<file path="config.mk">
export PLATFORM = sky130hd
export DESIGN_NAME = spi_register_burst_master_core_flat
export DESIGN_NICKNAME = d
export VERILOG_FILES = /design/src/rtl/srbm_pkg.sv /design/src/rtl/srbm_if.sv /design/src/rtl/srbm_in_reg.sv /design/src/rtl/srbm_seq.sv /design/src/rtl/srbm_out_reg.sv /design/src/rtl/spi_register_burst_master_core.sv /design/src/flat_wrapper.sv
export SDC_FILE = /design/constraint.sdc
export NUM_CORES = 1
export LEC_CHECK = 0
export BUFFER_PORTS_ARGS = -buffer_cell sky130_fd_sc_hd__buf_2
export CAP_MARGIN = 5
export CORE_ASPECT_RATIO = 0.6
export CORE_UTILIZATION = 56
export CTS_BUF_LIST = sky130_fd_sc_hd__clkbuf_8 sky130_fd_sc_hd__clkbuf_16
export DETAILED_ROUTE_END_ITERATION = 8
export HOLD_SLACK_MARGIN = 0.03
export PLACE_DENSITY = 0.78
export SYNTH_ARGS = -nofsm -noshare
export SYNTH_HDL_FRONTEND = slang
export SYNTH_SLANG_ARGS = --single-unit
</file>
<file path="constraint.sdc">
create_clock -name clk -period 2.2 [get_ports clk]
set_input_delay 0.66 -clock clk [delete_from_list [all_inputs] [get_ports clk]]
set_output_delay 0.66 -clock clk [all_outputs]
set_load 0.02 [all_outputs]
</file>
<file path="src/rtl/srbm_pkg.sv">
// ----------------------------------------------------------------------------
// srbm_pkg
// Shared types and constants of the SPI register burst master.
// ----------------------------------------------------------------------------
package srbm_pkg;

	localparam int COUNT_WIDTH_DEF = 8;

	// command byte decoration
	localparam logic [7:0] CMD_READ_FLAG = 8'h80;
	localparam logic [7:0] CMD_AINC_FLAG = 8'h40;
	// dummy byte shifted out during reads
	localparam logic [7:0] READ_FILL     = 8'hFF;

	// item opcodes
	localparam logic CMD_TICK  = 1'b0;
	localparam logic CMD_START = 1'b1;

	typedef enum logic [1:0] {
		ST_IDLE = 2'd0,
		ST_CMD  = 2'd1,
		ST_DATA = 2'd2
	} seq_state_t;

	typedef struct packed {
		logic       cmd;
		logic [5:0] reg_addr;
		logic       is_read;
		logic [7:0] byte_count;
		logic [7:0] wdata;
		logic       miso;
	} item_t;

	typedef struct packed {
		logic       ncs;
		logic       sck;
		logic       mosi;
		logic [7:0] rdata;
		logic       rdata_valid;
		logic       last;
		logic       wdata_taken;
		logic       busy_res;
	} result_t;

endpackage

</file>
<file path="src/rtl/srbm_if.sv">
// ----------------------------------------------------------------------------
// srbm_if
// Valid/ready channels of the SPI register burst master.
// ----------------------------------------------------------------------------
interface srbm_item_if import srbm_pkg::*; ();
	logic  valid;
	logic  ready;
	item_t data;

	modport source (output valid, output data, input ready);
	modport sink   (input valid, input data, output ready);
endinterface

interface srbm_result_if import srbm_pkg::*; ();
	logic    valid;
	logic    ready;
	result_t data;

	modport source (output valid, output data, input ready);
	modport sink   (input valid, input data, output ready);
endinterface

</file>
<file path="src/rtl/srbm_in_reg.sv">
// ----------------------------------------------------------------------------
// srbm_in_reg
// Input register: captures one word and holds it until the sequencer takes it.
// ----------------------------------------------------------------------------
module srbm_in_reg import srbm_pkg::*; (
	input  logic       clk,
	input  logic       arst_n,
	srbm_item_if.sink  item,
	input  logic       adv,
	output item_t      item_s1,
	output logic       valid_s1
);

	assign item.ready = !valid_s1 || adv;

	always_ff @(posedge clk or negedge arst_n) begin
		if (!arst_n) begin
			valid_s1 <= 1'b0;
		end else if (item.ready) begin
			valid_s1 <= item.valid;
		end
	end

	always_ff @(posedge clk) begin
		if (item.ready && item.valid) begin
			item_s1 <= item.data;
		end
	end

endmodule

</file>
<file path="src/rtl/srbm_seq.sv">
// ----------------------------------------------------------------------------
// srbm_seq
// Transaction sequencer: one half bit per step, drives the pin levels and
// shifts the command and data bytes.
// ----------------------------------------------------------------------------
module srbm_seq import srbm_pkg::*; #(
	parameter int COUNT_WIDTH = COUNT_WIDTH_DEF
) (
	input  logic    clk,
	input  logic    arst_n,
	input  logic    step,
	input  item_t   item_s1,
	output result_t res
);

	seq_state_t             state_q, state_d;
	logic [7:0]             shift_q, shift_d;
	logic [2:0]             bit_idx_q, bit_idx_d;
	logic                   phase_q, phase_d;
	logic [COUNT_WIDTH-1:0] left_q, left_d;
	logic                   rmode_q, rmode_d;

	logic active;
	logic byte_end;
	logic [7:0] sampled;

	assign active   = (state_q == ST_CMD) || (state_q == ST_DATA);
	assign byte_end = active && !phase_q && (bit_idx_q == 3'd0);

	always_comb begin
		sampled = shift_q;
		sampled[bit_idx_q] = item_s1.miso;
	end

	// next state
	always_comb begin
		state_d = state_q;
		case (state_q)
			ST_CMD, ST_DATA: begin
				if (byte_end) begin
					state_d = (left_q == '0) ? ST_IDLE : ST_DATA;
				end
			end
			default: begin
				state_d = (item_s1.cmd == CMD_START) ? ST_CMD : ST_IDLE;
			end
		endcase
	end

	// datapath and pin levels
	always_comb begin
		shift_d   = shift_q;
		bit_idx_d = bit_idx_q;
		phase_d   = phase_q;
		left_d    = left_q;
		rmode_d   = rmode_q;
		res       = '0;
		res.ncs   = 1'b1;
		res.sck   = 1'b1;
		if (!active) begin
			if (item_s1.cmd == CMD_START) begin
				shift_d      = CMD_AINC_FLAG | {2'b00, item_s1.reg_addr}
				             | (item_s1.is_read ? CMD_READ_FLAG : 8'h00);
				bit_idx_d    = 3'd7;
				phase_d      = 1'b1;
				left_d       = COUNT_WIDTH'(item_s1.byte_count);
				rmode_d      = item_s1.is_read;
				res.ncs      = 1'b0;
				res.busy_res = 1'b1;
			end
		end else begin
			res.ncs      = 1'b0;
			res.busy_res = 1'b1;
			res.mosi     = shift_q[bit_idx_q];
			if (phase_q) begin
				// falling edge: drive only
				phase_d = 1'b0;
				res.sck = 1'b0;
			end else begin
				phase_d = 1'b1;
				shift_d = sampled;
				if (bit_idx_q != 3'd0) begin
					bit_idx_d = bit_idx_q - 3'd1;
				end else begin
					bit_idx_d = 3'd7;
					if ((state_q == ST_DATA) && rmode_q) begin
						res.rdata       = sampled;
						res.rdata_valid = 1'b1;
					end
					if (left_q == '0) begin
						res.last = 1'b1;
					end else begin
						left_d = left_q - COUNT_WIDTH'(1);
						if (rmode_q) begin
							shift_d = READ_FILL;
						end else begin
							shift_d         = item_s1.wdata;
							res.wdata_taken = 1'b1;
						end
					end
				end
			end
		end
	end

	always_ff @(posedge clk or negedge arst_n) begin
		if (!arst_n) begin
			state_q   <= ST_IDLE;
			shift_q   <= '0;
			bit_idx_q <= 3'd7;
			phase_q   <= 1'b1;
			left_q    <= '0;
			rmode_q   <= 1'b0;
		end else if (step) begin
			state_q   <= state_d;
			shift_q   <= shift_d;
			bit_idx_q <= bit_idx_d;
			phase_q   <= phase_d;
			left_q    <= left_d;
			rmode_q   <= rmode_d;
		end
	end

endmodule

</file>
<file path="src/rtl/srbm_out_reg.sv">
// ----------------------------------------------------------------------------
// srbm_out_reg
// Result register: holds one finished word until the receiver takes it.
// ----------------------------------------------------------------------------
module srbm_out_reg import srbm_pkg::*; (
	input  logic         clk,
	input  logic         arst_n,
	input  logic         load,
	input  result_t      res,
	srbm_result_if.source result,
	output logic         room
);

	logic    valid_q;
	result_t data_q;

	assign room         = !valid_q || result.ready;
	assign result.valid = valid_q;
	assign result.data  = data_q;

	always_ff @(posedge clk or negedge arst_n) begin
		if (!arst_n) begin
			valid_q <= 1'b0;
		end else if (room) begin
			valid_q <= load;
		end
	end

	always_ff @(posedge clk) begin
		if (load) begin
			data_q <= res;
		end
	end

endmodule

</file>
<file path="src/rtl/spi_register_burst_master_core.sv">
// ----------------------------------------------------------------------------
// spi_register_burst_master_core
// SPI mode 3 register burst master, one half bit per input word.
// ----------------------------------------------------------------------------
// Channels: item (valid/ready) carries start and tick words; result
// (valid/ready) returns exactly one word per item with the pin levels
// ncs, sck, mosi and the status flags of that half bit.
// A start word while idle lowers chip select and loads the command byte
// (address, auto-increment flag, read flag); each following tick moves
// one half bit: clock low drives mosi, clock high samples miso.
// Path: a word is captured in the input register, stepped through the
// sequencer once the result register has room, and lands in the result
// register.
// Throughput: one word per cycle while the receiver does not stall.
// Reset: both registers empty, sequencer idle with the clock high.
// Receiver stall: the result register holds its word, the sequencer
// stops, and the input register fills; item.ready falls once it is full.
// ----------------------------------------------------------------------------
module spi_register_burst_master_core import srbm_pkg::*; #(
	parameter int COUNT_WIDTH = COUNT_WIDTH_DEF
) (
	input  logic          clk,
	input  logic          arst_n,
	srbm_item_if.sink     item,
	srbm_result_if.source result
);

	item_t   item_s1;
	logic    valid_s1;
	logic    room;
	logic    adv;
	result_t res;

	assign adv = valid_s1 && room;

	srbm_in_reg u_in_reg (
		.clk      (clk),
		.arst_n   (arst_n),
		.item     (item),
		.adv      (adv),
		.item_s1  (item_s1),
		.valid_s1 (valid_s1)
	);

	srbm_seq #(
		.COUNT_WIDTH (COUNT_WIDTH)
	) u_seq (
		.clk     (clk),
		.arst_n  (arst_n),
		.step    (adv),
		.item_s1 (item_s1),
		.res     (res)
	);

	srbm_out_reg u_out_reg (
		.clk    (clk),
		.arst_n (arst_n),
		.load   (adv),
		.res    (res),
		.result (result),
		.room   (room)
	);

	a_adv_loads: assert property (@(posedge clk) disable iff (!arst_n)
		adv |=> result.valid)
		else $error("advanced word did not reach the result register");

	a_stall_holds: assert property (@(posedge clk) disable iff (!arst_n)
		valid_s1 && !room |=> valid_s1)
		else $error("input word lost during stall");

	a_last_busy: assert property (@(posedge clk) disable iff (!arst_n)
		result.valid && result.data.last |-> result.data.busy_res && !result.data.ncs
		&& result.data.sck)
		else $error("last flagged outside a rising clock of a transaction");

	a_rd_wr: assert property (@(posedge clk) disable iff (!arst_n)
		result.valid && result.data.rdata_valid |-> !result.data.wdata_taken
		&& result.data.sck)
		else $error("read byte and write load in the same word");

endmodule

</file>
<file path="src/flat_wrapper.sv">
// flat-port wrapper written by rule: the top's interface ports become plain ports
module spi_register_burst_master_core_flat import srbm_pkg::*;
#(
	parameter int COUNT_WIDTH = COUNT_WIDTH_DEF
)
  (clk, arst_n, item_valid, item_data, item_ready, result_valid, result_data, result_ready);
  srbm_item_if item_i ();
  srbm_result_if result_i ();
  input  logic clk;
  input  logic arst_n;
  input wire logic [$bits(item_i.valid)-1:0] item_valid;
  input wire logic [$bits(item_i.data)-1:0] item_data;
  output wire logic [$bits(item_i.ready)-1:0] item_ready;
  output wire logic [$bits(result_i.valid)-1:0] result_valid;
  output wire logic [$bits(result_i.data)-1:0] result_data;
  input wire logic [$bits(result_i.ready)-1:0] result_ready;
  assign item_i.valid = item_valid;
  assign item_i.data = item_data;
  assign item_ready = item_i.ready;
  assign result_valid = result_i.valid;
  assign result_data = result_i.data;
  assign result_i.ready = result_ready;
  spi_register_burst_master_core #(.COUNT_WIDTH(COUNT_WIDTH)) u_core (.clk(clk), .arst_n(arst_n), .item(item_i), .result(result_i));
endmodule
</file>
* After elaboration in Yosys (flattened, before gate mapping) *
Index checks and enable logic that the tools add are counted.

word-level totals
  register bits after elaboration = 65
  bits of input ports = 29
  output and inout bits = 17
  logic and storage cells = 93

cells by class
  $add $sub $neg = 2
  $lt $le $gt $ge = 2
  eq/ne operators = 6
  mux-type cells = 33
  bitwise logic cells = 3
  reductions and logical operators = 25

operator list
  kind                 number
  $mux 8               12
  $mux 3               4
  $mux 1               11
  $bwmux 8             1
  $logic_not 8->1      1
  $ne 2x2->1 const B   4
  $or 7x8->8           1
  $reduce_or 4->1      2
  $sub 8x1->8 const B  1
  $logic_and 1x1->1    6
  $mux 2               3
  $reduce_and 3->1     2
  $reduce_and 5->1     1
  $lt 3x4->1 const B   1
  $reduce_and 2->1     2
  $bmux 1 s3           1
  $demux 1 s3          1
  $ge 3x1->1 const B   1
  $logic_not 1->1      3
  $logic_not 3->1      1
  $logic_or 1x1->1     3
  $reduce_bool 3->1    1
  $reduce_or 3->1      1
  $sub 3x1->3 const B  1
  other kinds (5)      6

* Longest topological paths before layout *
Gate-level depths: netlist of run 1.

  depth in word-level cells = 9
  depth in mapped cells = 9
  gate-level depth less buffers = 7

* By module *
Synthesis of run 1 repeated with hierarchy kept, for this count alone.

unflattened totals
  cell total of the unflattened synthesis = 242
  area total of the unflattened synthesis = 2986.6 um^2

by module, submodules not included
  module                          instances  cells each  area each (um^2)  seq. area each (um^2)
  srbm_seq                        1          194         1677.9            580.6
  srbm_in_reg                     1          29          804.5             775.7
  srbm_out_reg                    1          18          498.0             475.5
  spi_register_burst_master_core  1          1           6.3               0.0

* Worst setup path after synthesis of run 1 *
No wires, ideal clock.

  kind = in2reg
  start = input result_ready
  end = register u_core.u_seq.left_q[3]
  library setup time = 0.123 ns
  arrival time = 1.870 ns
  required time = 2.077 ns
  slack = 0.207 ns
  stages on the path = 5
  buffers on the path = 0
  cells stage by stage = nand2b_1 nand2_1 inv_1 a31oi_1 o221a_2

on the way
  longest elaborated chain between the ends = 3

ends and longest elaborated chain
  item                        line                                  RTL
  from (decl)                 flat_wrapper.sv:16                    input wire logic [$bits(result_i.ready)-1:0] result_ready;
  $logic_or 1x1->1            srbm_out_reg.sv:17                    assign room = !valid_q || result.ready;
  $logic_and 1x1->1           spi_register_burst_master_core.sv:34  assign adv = valid_s1 && room;
  named net u_core.adv        spi_register_burst_master_core.sv:31  logic adv;
  $reduce_and 5->1 (no line)  n/a
  to (signal assigned)        srbm_seq.sv:119                       left_q <= left_d;
  to (decl)                   srbm_seq.sv:20                        logic [COUNT_WIDTH-1:0] left_q, left_d;

The timed path passes the listed nets, and every way through them passes these cells.
A chain may end at the register's enable or synchronous reset.

* Worst setup path in the final report of run 1 *
  start = register u_core.u_seq.state_q[1]
  end = register u_core.u_seq.shift_q[7]

on the way
  longest elaborated chain between the ends = 4
  elaborated cells on any way between the ends = 7
  those cells by class = eq/ne: 3; mux: 1; reduce/logical: 3

ends and longest elaborated chain
  item                                                              line             RTL
  from (decl)                                                       srbm_seq.sv:16   seq_state_t state_q, state_d;
  from (signal assigned)                                            srbm_seq.sv:115  state_q <= state_d;
  $eq 2x1->1 / $eq 2x2->1 (equally long branches)                   srbm_seq.sv:27   assign active = (state_q == ST_CMD) || (state_q == ST_DATA);
  $logic_or 1x1->1 *                                                srbm_seq.sv:27
  $ne 2x2->1 (no line) / $reduce_bool 2->1 (equally long branches)  n/a
  $reduce_and 3->1 (no line)                                        n/a
  to (signal assigned)                                              srbm_seq.sv:116  shift_q <= shift_d;
  to (decl)                                                         srbm_seq.sv:17   logic [7:0] shift_q, shift_d;

Every way passes the cells marked *; elsewhere a longest branch is shown, timed or not.

==> flow_metrics.env, run 1 <==
export IMPL_status="complete, no violations"
export IMPL_syn_nets=278
export IMPL_finalSetupViolCount=0
export IMPL_end_kind="register"
export IMPL_avgSynthCellArea_um2=12.5
export IMPL_placed_cell_area_um2=3390
export IMPL_regToRegStartpoint="u_core.u_seq.state_q[1]"
export IMPL_antenna_left=0
export IMPL_dieWidth_um=97.3
export IMPL_peakVddDrop_v=0.000536
export IMPL_p_int_uw=2970
export IMPL_slew_viol_final=0
export IMPL_post_dp_hpwl_um=4170
export IMPL_fin_crit_sh=0.917
export IMPL_htree_levels=3
export IMPL_pwr_share_clk=0.221
export IMPL_ys_seq_area_frac=0.600
export IMPL_syn_cell_area_um2=3050
export IMPL_viasPerCell=5.69
export IMPL_hold_violations=0
export IMPL_clk_latency_ns=0.34
export IMPL_net_switching_power_uw=1700
export IMPL_start_kind="register"
export IMPL_portBuffers=45
export IMPL_layout_drive_gt1_share=0.271
export IMPL_clock_skew_ns=0.00584
export IMPL_drt_initial_drc_count=137
export IMPL_dieHeight_um=59.2
export IMPL_wl_per_cell_um=16.0
export IMPL_via_count=2118
export IMPL_fmax_mhz=496
export IMPL_syn_instance_count=245
export IMPL_clock_sinks=65
export IMPL_finalNonFillerCells=372
export IMPL_nNetsFinal=334
export IMPL_crit_required_ns=2.42
export IMPL_drt_total_wl_um=5950
export IMPL_synth_edf_count=40
export IMPL_synth_cell_types=50
export IMPL_synthFlopType="edfxtp_1"
export IMPL_cts_reportedPaths_clkPinSlew_ns=0.07
export IMPL_drc=0
export IMPL_grt_pass1_wl_um=9460
export IMPL_place_inst=356
export IMPL_grt_overflow=0
export IMPL_grt_max_degree=28
export IMPL_firstDrtPassIters=4
export IMPL_leakagePower_uw=0.00152
export IMPL_diodes=0
export IMPL_period_minus_slack_ns=2.02
export IMPL_rows=20
export IMPL_core_area_um2=5150
export IMPL_grt_usage=0.226
export IMPL_root_buffer="clkbuf_8"
export IMPL_ios=46
export IMPL_dieArea_um2=5760
export IMPL_max_slew_worst_pin_slew_ns=0.572
export IMPL_rsz0062_at_grt="false"
export IMPL_seqPwrFrac=0.407
export IMPL_maxSlewHeadroom=0.619
export IMPL_antenna_found_initial=0
export IMPL_syn_to_final_growth_pct=17.7
export IMPL_cap_viol_max_count=0
export IMPL_tritoncts="done"
export IMPL_reg2reg_to="u_core.u_seq.shift_q[7]"
export IMPL_yosysWarnings=0
export IMPL_reg2reg_slack_ns=0.18
export IMPL_initial_core_util=0.592
export IMPL_synth_seq_cells=65
export IMPL_min_path_type="in2async"
export IMPL_synthArstFlopShare=0.385
export IMPL_switching_share=0.364
export IMPL_post_cts_buffers=0
export IMPL_critPathKind="reg2reg"
export IMPL_hold_worst_slack_ns=0.314
export IMPL_clockBufferDepth=2
export IMPL_arrival_ns=2.24
export IMPL_critical_path_peak_fanout=17
export IMPL_r2r_cells=7
export IMPL_cts_inserted_buffers=9
export IMPL_combPwrFrac=0.372
export IMPL_place_gp_congestion=0.860
export IMPL_setup_tns_final_ns=0
export IMPL_grt_pass1_vias=1829
export IMPL_stdcell_area_um2=3590
export IMPL_p_per_area_nw_per_um2=1300
## critical path, cell delays in order, from the launching register on
cell,delay [ns]
dfrtp_1,0.38
ha_1,0.49
nor2b_1,0.26
inv_1,0.09
nand4_2,0.09
buf_4,0.22
nor2_1,0.10
a221o_1,0.27
## logic make-up after synthesis
family	synth area share
muxes	0.0766
adders and majority gates	0.0164
buffers and inverters	0.0336
AOI/OAI and AO/OA	0.117
and+or+nand+nor	0.156
DFF	0.600
## cell usage after synthesis, drive strengths merged (2+ instances only)
master | instances | share of area
nand3 | 4 | 0.0066
nand2 | 14 | 0.017
clkbuf | 5 | 0.0061
buf | 6 | 0.011
nor3 | 5 | 0.012
mux2i | 20 | 0.066
inv | 13 | 0.016
nand4 | 4 | 0.010
o22a | 2 | 0.0057
nor4b | 3 | 0.020
and2 | 2 | 0.0041
dfstp | 4 | 0.034
nor2b | 2 | 0.0041
a22oi | 2 | 0.0049
nor2 | 35 | 0.043
dfrtp | 21 | 0.17
and3 | 2 | 0.0041
o21ai | 2 | 0.0070
nand2b | 5 | 0.010
nor3b | 4 | 0.0098
a211oi | 4 | 0.011
o22ai | 4 | 0.0082
edfxtp | 40 | 0.39
a32oi | 2 | 0.0057
a31oi | 2 | 0.0041
nand3b | 3 | 0.0074
a21boi | 2 | 0.0049
a21o | 3 | 0.0074
a21oi | 9 | 0.018
a221o | 7 | 0.023
ha | 4 | 0.016
## area by class of cell
cell class	count	area [um^2]
inverters	13	48.8
fillers	384	1560
repair buffers	56	308
well taps	66	82.6
clock buffers	9	124
multi-input cells	156	1120
clock inverters	7	78.8
flip-flops and latches	65	1830
## how the worst max path moves through the flow
stage / from / end / slack, ns / depth (start not counted)
2_1_floorplan: result_ready / u_core.u_seq.left_q[3] / 0.21 / 5
3_3_place_gp: u_core.u_seq.left_q[0] / u_core.u_seq.left_q[7] / 0.20 / 6
3_5_place_dp: u_core.u_seq.left_q[0] / u_core.u_seq.left_q[5] / 0.17 / 6
4_1_cts: u_core.u_seq.left_q[0] / u_core.u_seq.left_q[5] / 0.16 / 6
5_1_grt: u_core.u_seq.state_q[0] / u_core.u_seq.left_q[0] / 0.03 / 6
6_report: u_core.u_seq.state_q[1] / u_core.u_seq.shift_q[7] / 0.18 / 7
## registers in the layout, indices dropped and copies added (netlist names)
signal,flops
u_core.u_seq.bit_idx_q,3
u_core.u_in_reg.item_s1,25
u_core.u_seq.shift_q,8
u_core.u_in_reg.valid_s1,1
u_core.u_out_reg.result.valid,1
u_core.u_seq.state_q,2
u_core.u_seq.left_q,8
u_core.u_out_reg.result.data,15
u_core.u_seq.phase_q,1
u_core.u_seq.rmode_q,1
## layout by cell type (no fill, tap or decap), drive strengths merged, types with 3 or more instances in the layout
master and n:
o22ai 4, mux2i 20, nand2b 5, edfxtp 40, nor2 35, a211oi 4
nor3 5, buf 56, dfrtp 21, nor4b 3, nor3b 4, inv 16
nand4 4, ha 4, nand2 14, a21o 3, a21oi 9, nand3 4
nand3b 3, a221o 7, clkbuf 9, dfstp 4
## per-layer routing
layer	GRT usage	up-vias	part of all wire
li1	-	1022	-
met1	0.345	1002	0.50
met2	0.294	87	0.40
met3	0.0802	7	0.094
met4	0.0840	0	0.0064
met5	0	-	0
## power groups by stage
stage               Clock (uW)  Sequential [uW]  Combinational [uW]
finish                    1040             1900                1740
global route              1110             1930                1910
CTS                       1060             1890                1730
detailed placement           0             1910                1720
global placement             0             1910                1680
floorplan                    0             1850                1360
## metrics by stage
| stage | power [uW] | utilization | setup slack (ns) |
|---|---|---|---|
| after floorplan | 3210 | - | 0.207 |
| after global placement | 3580 | 0.658 | 0.197 |
| after detailed placement | 3630 | 0.658 | 0.174 |
| after CTS | 4680 | 0.697 | 0.164 |
| after global routing | 4950 | 0.697 | 0.0330 |
| final | 4680 | 0.697 | 0.182 |
## timing repair
| action | in CTS | in global routing |
|---|---|---|
| setup endpoints to repair | 0 | 2 |
| gates resized for setup | 0 | 1 |
| hold buffers | 0 | 0 |
No activity file was read; power rests on OpenSTA's default activity.
==> run 2: changes to the inputs <==
==> constraint.sdc (replaced) <==
create_clock -name clk -period 2.2 [get_ports clk]
set_input_delay 0.66 -clock clk [delete_from_list [all_inputs] [get_ports clk]]
set_output_delay 0.66 -clock clk [all_outputs]
set_load 0.01 [all_outputs]
==> run 2 against run 1 <==
Effect of this change:
- cell area down 0.42%
- combinational power is essentially flat
- fmax is 4.9% lower
- worst setup slack worse by 0.10 ns
- total power is 1.3% lower
- sequential power about the same
==> flow_metrics.env, run 2 (synthesis results as in run 1) <==
export IMPL_final_common_cell="buf_2"
export IMPL_rows=20
export IMPL_status="complete, no violations"
export IMPL_fin_crit_sh=0.965
export IMPL_p_int_uw=2880
export IMPL_critical_path_top_delay_family="compound AO/OA/AOI/OAI gates"
export IMPL_drt_initial_drc_count=240
export IMPL_clk_latency_ns=0.35
export IMPL_firstDrtPassIters=5
export IMPL_layout_common_cells="buf_2, edfxtp_1, nor2_1, dfrtp_1, mux2i_1"
export IMPL_maxSlewHeadroom=0.614
export IMPL_grt_use_met1=0.358
export IMPL_nNetsFinal=335
export IMPL_portBuffers=45
export IMPL_antenna_found_initial=0
export IMPL_grt_max_degree=31
export IMPL_arrival_ns=2.32
export IMPL_fin_total_pwr_uw=4610
export IMPL_clockBufferDepth=2
export IMPL_combPwrFrac=0.384
export IMPL_grt_pass1_vias=1981
export IMPL_cp_cell_sequence="inv_1 > ha_1 > buf_4 > nor4b_4 > a21bo_2 > a211oi_1 > o22ai_1"
export IMPL_crit_required_ns=2.40
export IMPL_leakagePower_uw=0.00150
export IMPL_grt_usage=0.244
export IMPL_wl_per_cell_um=17.2
export IMPL_p_per_area_nw_per_um2=1290
export IMPL_antenna_left=0
export IMPL_htree_levels=3
export IMPL_critical_path_peak_fanout=6
export IMPL_ios=46
export IMPL_place_gp_congestion=0.848
export IMPL_end_kind="register"
export IMPL_peakVddDrop_v=0.000573
export IMPL_dieArea_um2=5760
export IMPL_layout_drive_gt1_share=0.278
export IMPL_syn_to_final_growth_pct=17.2
export IMPL_grtUsageMet3=0.0920
export IMPL_finalSetupViolCount=0
export IMPL_pwr_share_clk=0.202
export IMPL_period_minus_slack_ns=2.12
export IMPL_via_count=2187
export IMPL_min_path_type="in2async"
export IMPL_start_kind="register"
export IMPL_cts_reportedPaths_clkPinSlew_ns=0.07
export IMPL_max_slew_worst_pin_slew_ns=0.578
export IMPL_net_switching_power_uw=1740
export IMPL_clock_skew_ns=0.00667
export IMPL_grt_overflow=0
export IMPL_top_register="u_core.u_in_reg.item_s1"
export IMPL_worst_path_largest_cell_delay_ns=0.37
export IMPL_fmax_mhz=471
export IMPL_hold_violations=0
export IMPL_fin_util=0.694
export IMPL_viasPerCell=5.88
export IMPL_slowest_stage="ha_1"
export IMPL_dieHeight_um=59.2
export IMPL_dieWidth_um=97.3
export IMPL_cap_viol_max_count=0
export IMPL_tritoncts="done"
export IMPL_setup_tns_final_ns=0
export IMPL_grtUsageMet2=0.345
export IMPL_post_cts_buffers=0
export IMPL_hold_worst_slack_ns=0.304
export IMPL_rsz0062_at_grt="false"
export IMPL_seqPwrFrac=0.414
export IMPL_largest_register_ffs=25
export IMPL_critPathKind="reg2reg"
export IMPL_cts_inserted_buffers=9
export IMPL_drt_total_wl_um=6410
export IMPL_critPathBufInv=2
export IMPL_grt_busiest_layer="met1"
export IMPL_initial_core_util=0.592
export IMPL_post_dp_hpwl_um=4380
export IMPL_slew_viol_final=0
export IMPL_root_buffer="clkbuf_8"
export IMPL_grt_pass1_wl_um=10200
export IMPL_clock_sinks=65
export IMPL_switching_share=0.376
export IMPL_drc=0
export IMPL_diodes=0
export IMPL_cts_hold_buffers=0
export IMPL_nFillCells=374
export IMPL_core_area_um2=5150
run 2: cell types whose count changed in the layout (fill, tap and decap cells not counted):
| cell | delta |
|---|---|
| a21boi_1 | -2 |
| a21boi_0 | +1 |
| a21boi_2 | +1 |
| buf_4 | +1 |
| bufinv_16 | -1 |
| clkinvlp_4 | +1 |
| inv_1 | -1 |
run 2: routing by layer:
metal	part of all wire	vias up
li1	-	1030
met1	0.47	1024
met2	0.42	119
met3	0.097	14
met4	0.013	0
met5	0	-
run 2: path summary, 6_finish.rpt:
kind,from,endpoint,slack [ns],depth (start not counted)
setup / recovery,u_core.u_seq.state_q[0],u_core.u_seq.left_q[4],0.08,7
hold / removal,arst_n,u_core.u_seq.state_q[0],0.30,1
setup reg to reg,u_core.u_seq.state_q[0],u_core.u_seq.left_q[4],0.08,7
hold reg to reg,u_core.u_seq.state_q[0],u_core.u_seq.state_q[0],0.53,2
max in group asynchronous,arst_n,u_core.u_seq.shift_q[5],1.51,1
min in group clk,item_data[6],u_core.u_in_reg.item_s1[6],0.48,1
run 2: layout make-up:
type                       count  area [um^2]  share of cell area
clock buffer                   9          124              0.0346
clock inverter                 6         52.6              0.0147
inverter                      13         48.8              0.0136
multi-input combinational    156         1120               0.314
sequential                    65         1830               0.512
tap                           66         82.6              0.0231
timing repair buffer          57          315              0.0881
run 2: power by group through the flow:
stage | Combinational (uW) | Clock (uW) | Sequential [uW]
after floorplan | 1350 | 0 | 1820
after global placement | 1680 | 0 | 1900
after detailed placement | 1740 | 0 | 1920
after CTS | 1760 | 946 | 1900
after global routing | 1960 | 1010 | 1940
final | 1770 | 934 | 1910
run 2: timing repair:
| item | in CTS | in global routing |
|---|---|---|
| endpoints found under the setup margin | 0 | 4 |
| endpoints found under the hold margin | 0 | 0 |
| resized for setup | 0 | 1 |
run 2: per-stage QoR:
stage                     std cells  setup slack (ns)  cell area [um^2]
after floorplan                 245             0.207              3050
after global placement          357             0.204              3400
after detailed placement        357             0.142              3400
after CTS                       372             0.126              3570
after global routing            372           0.00271              3580
final                           372            0.0774              3580
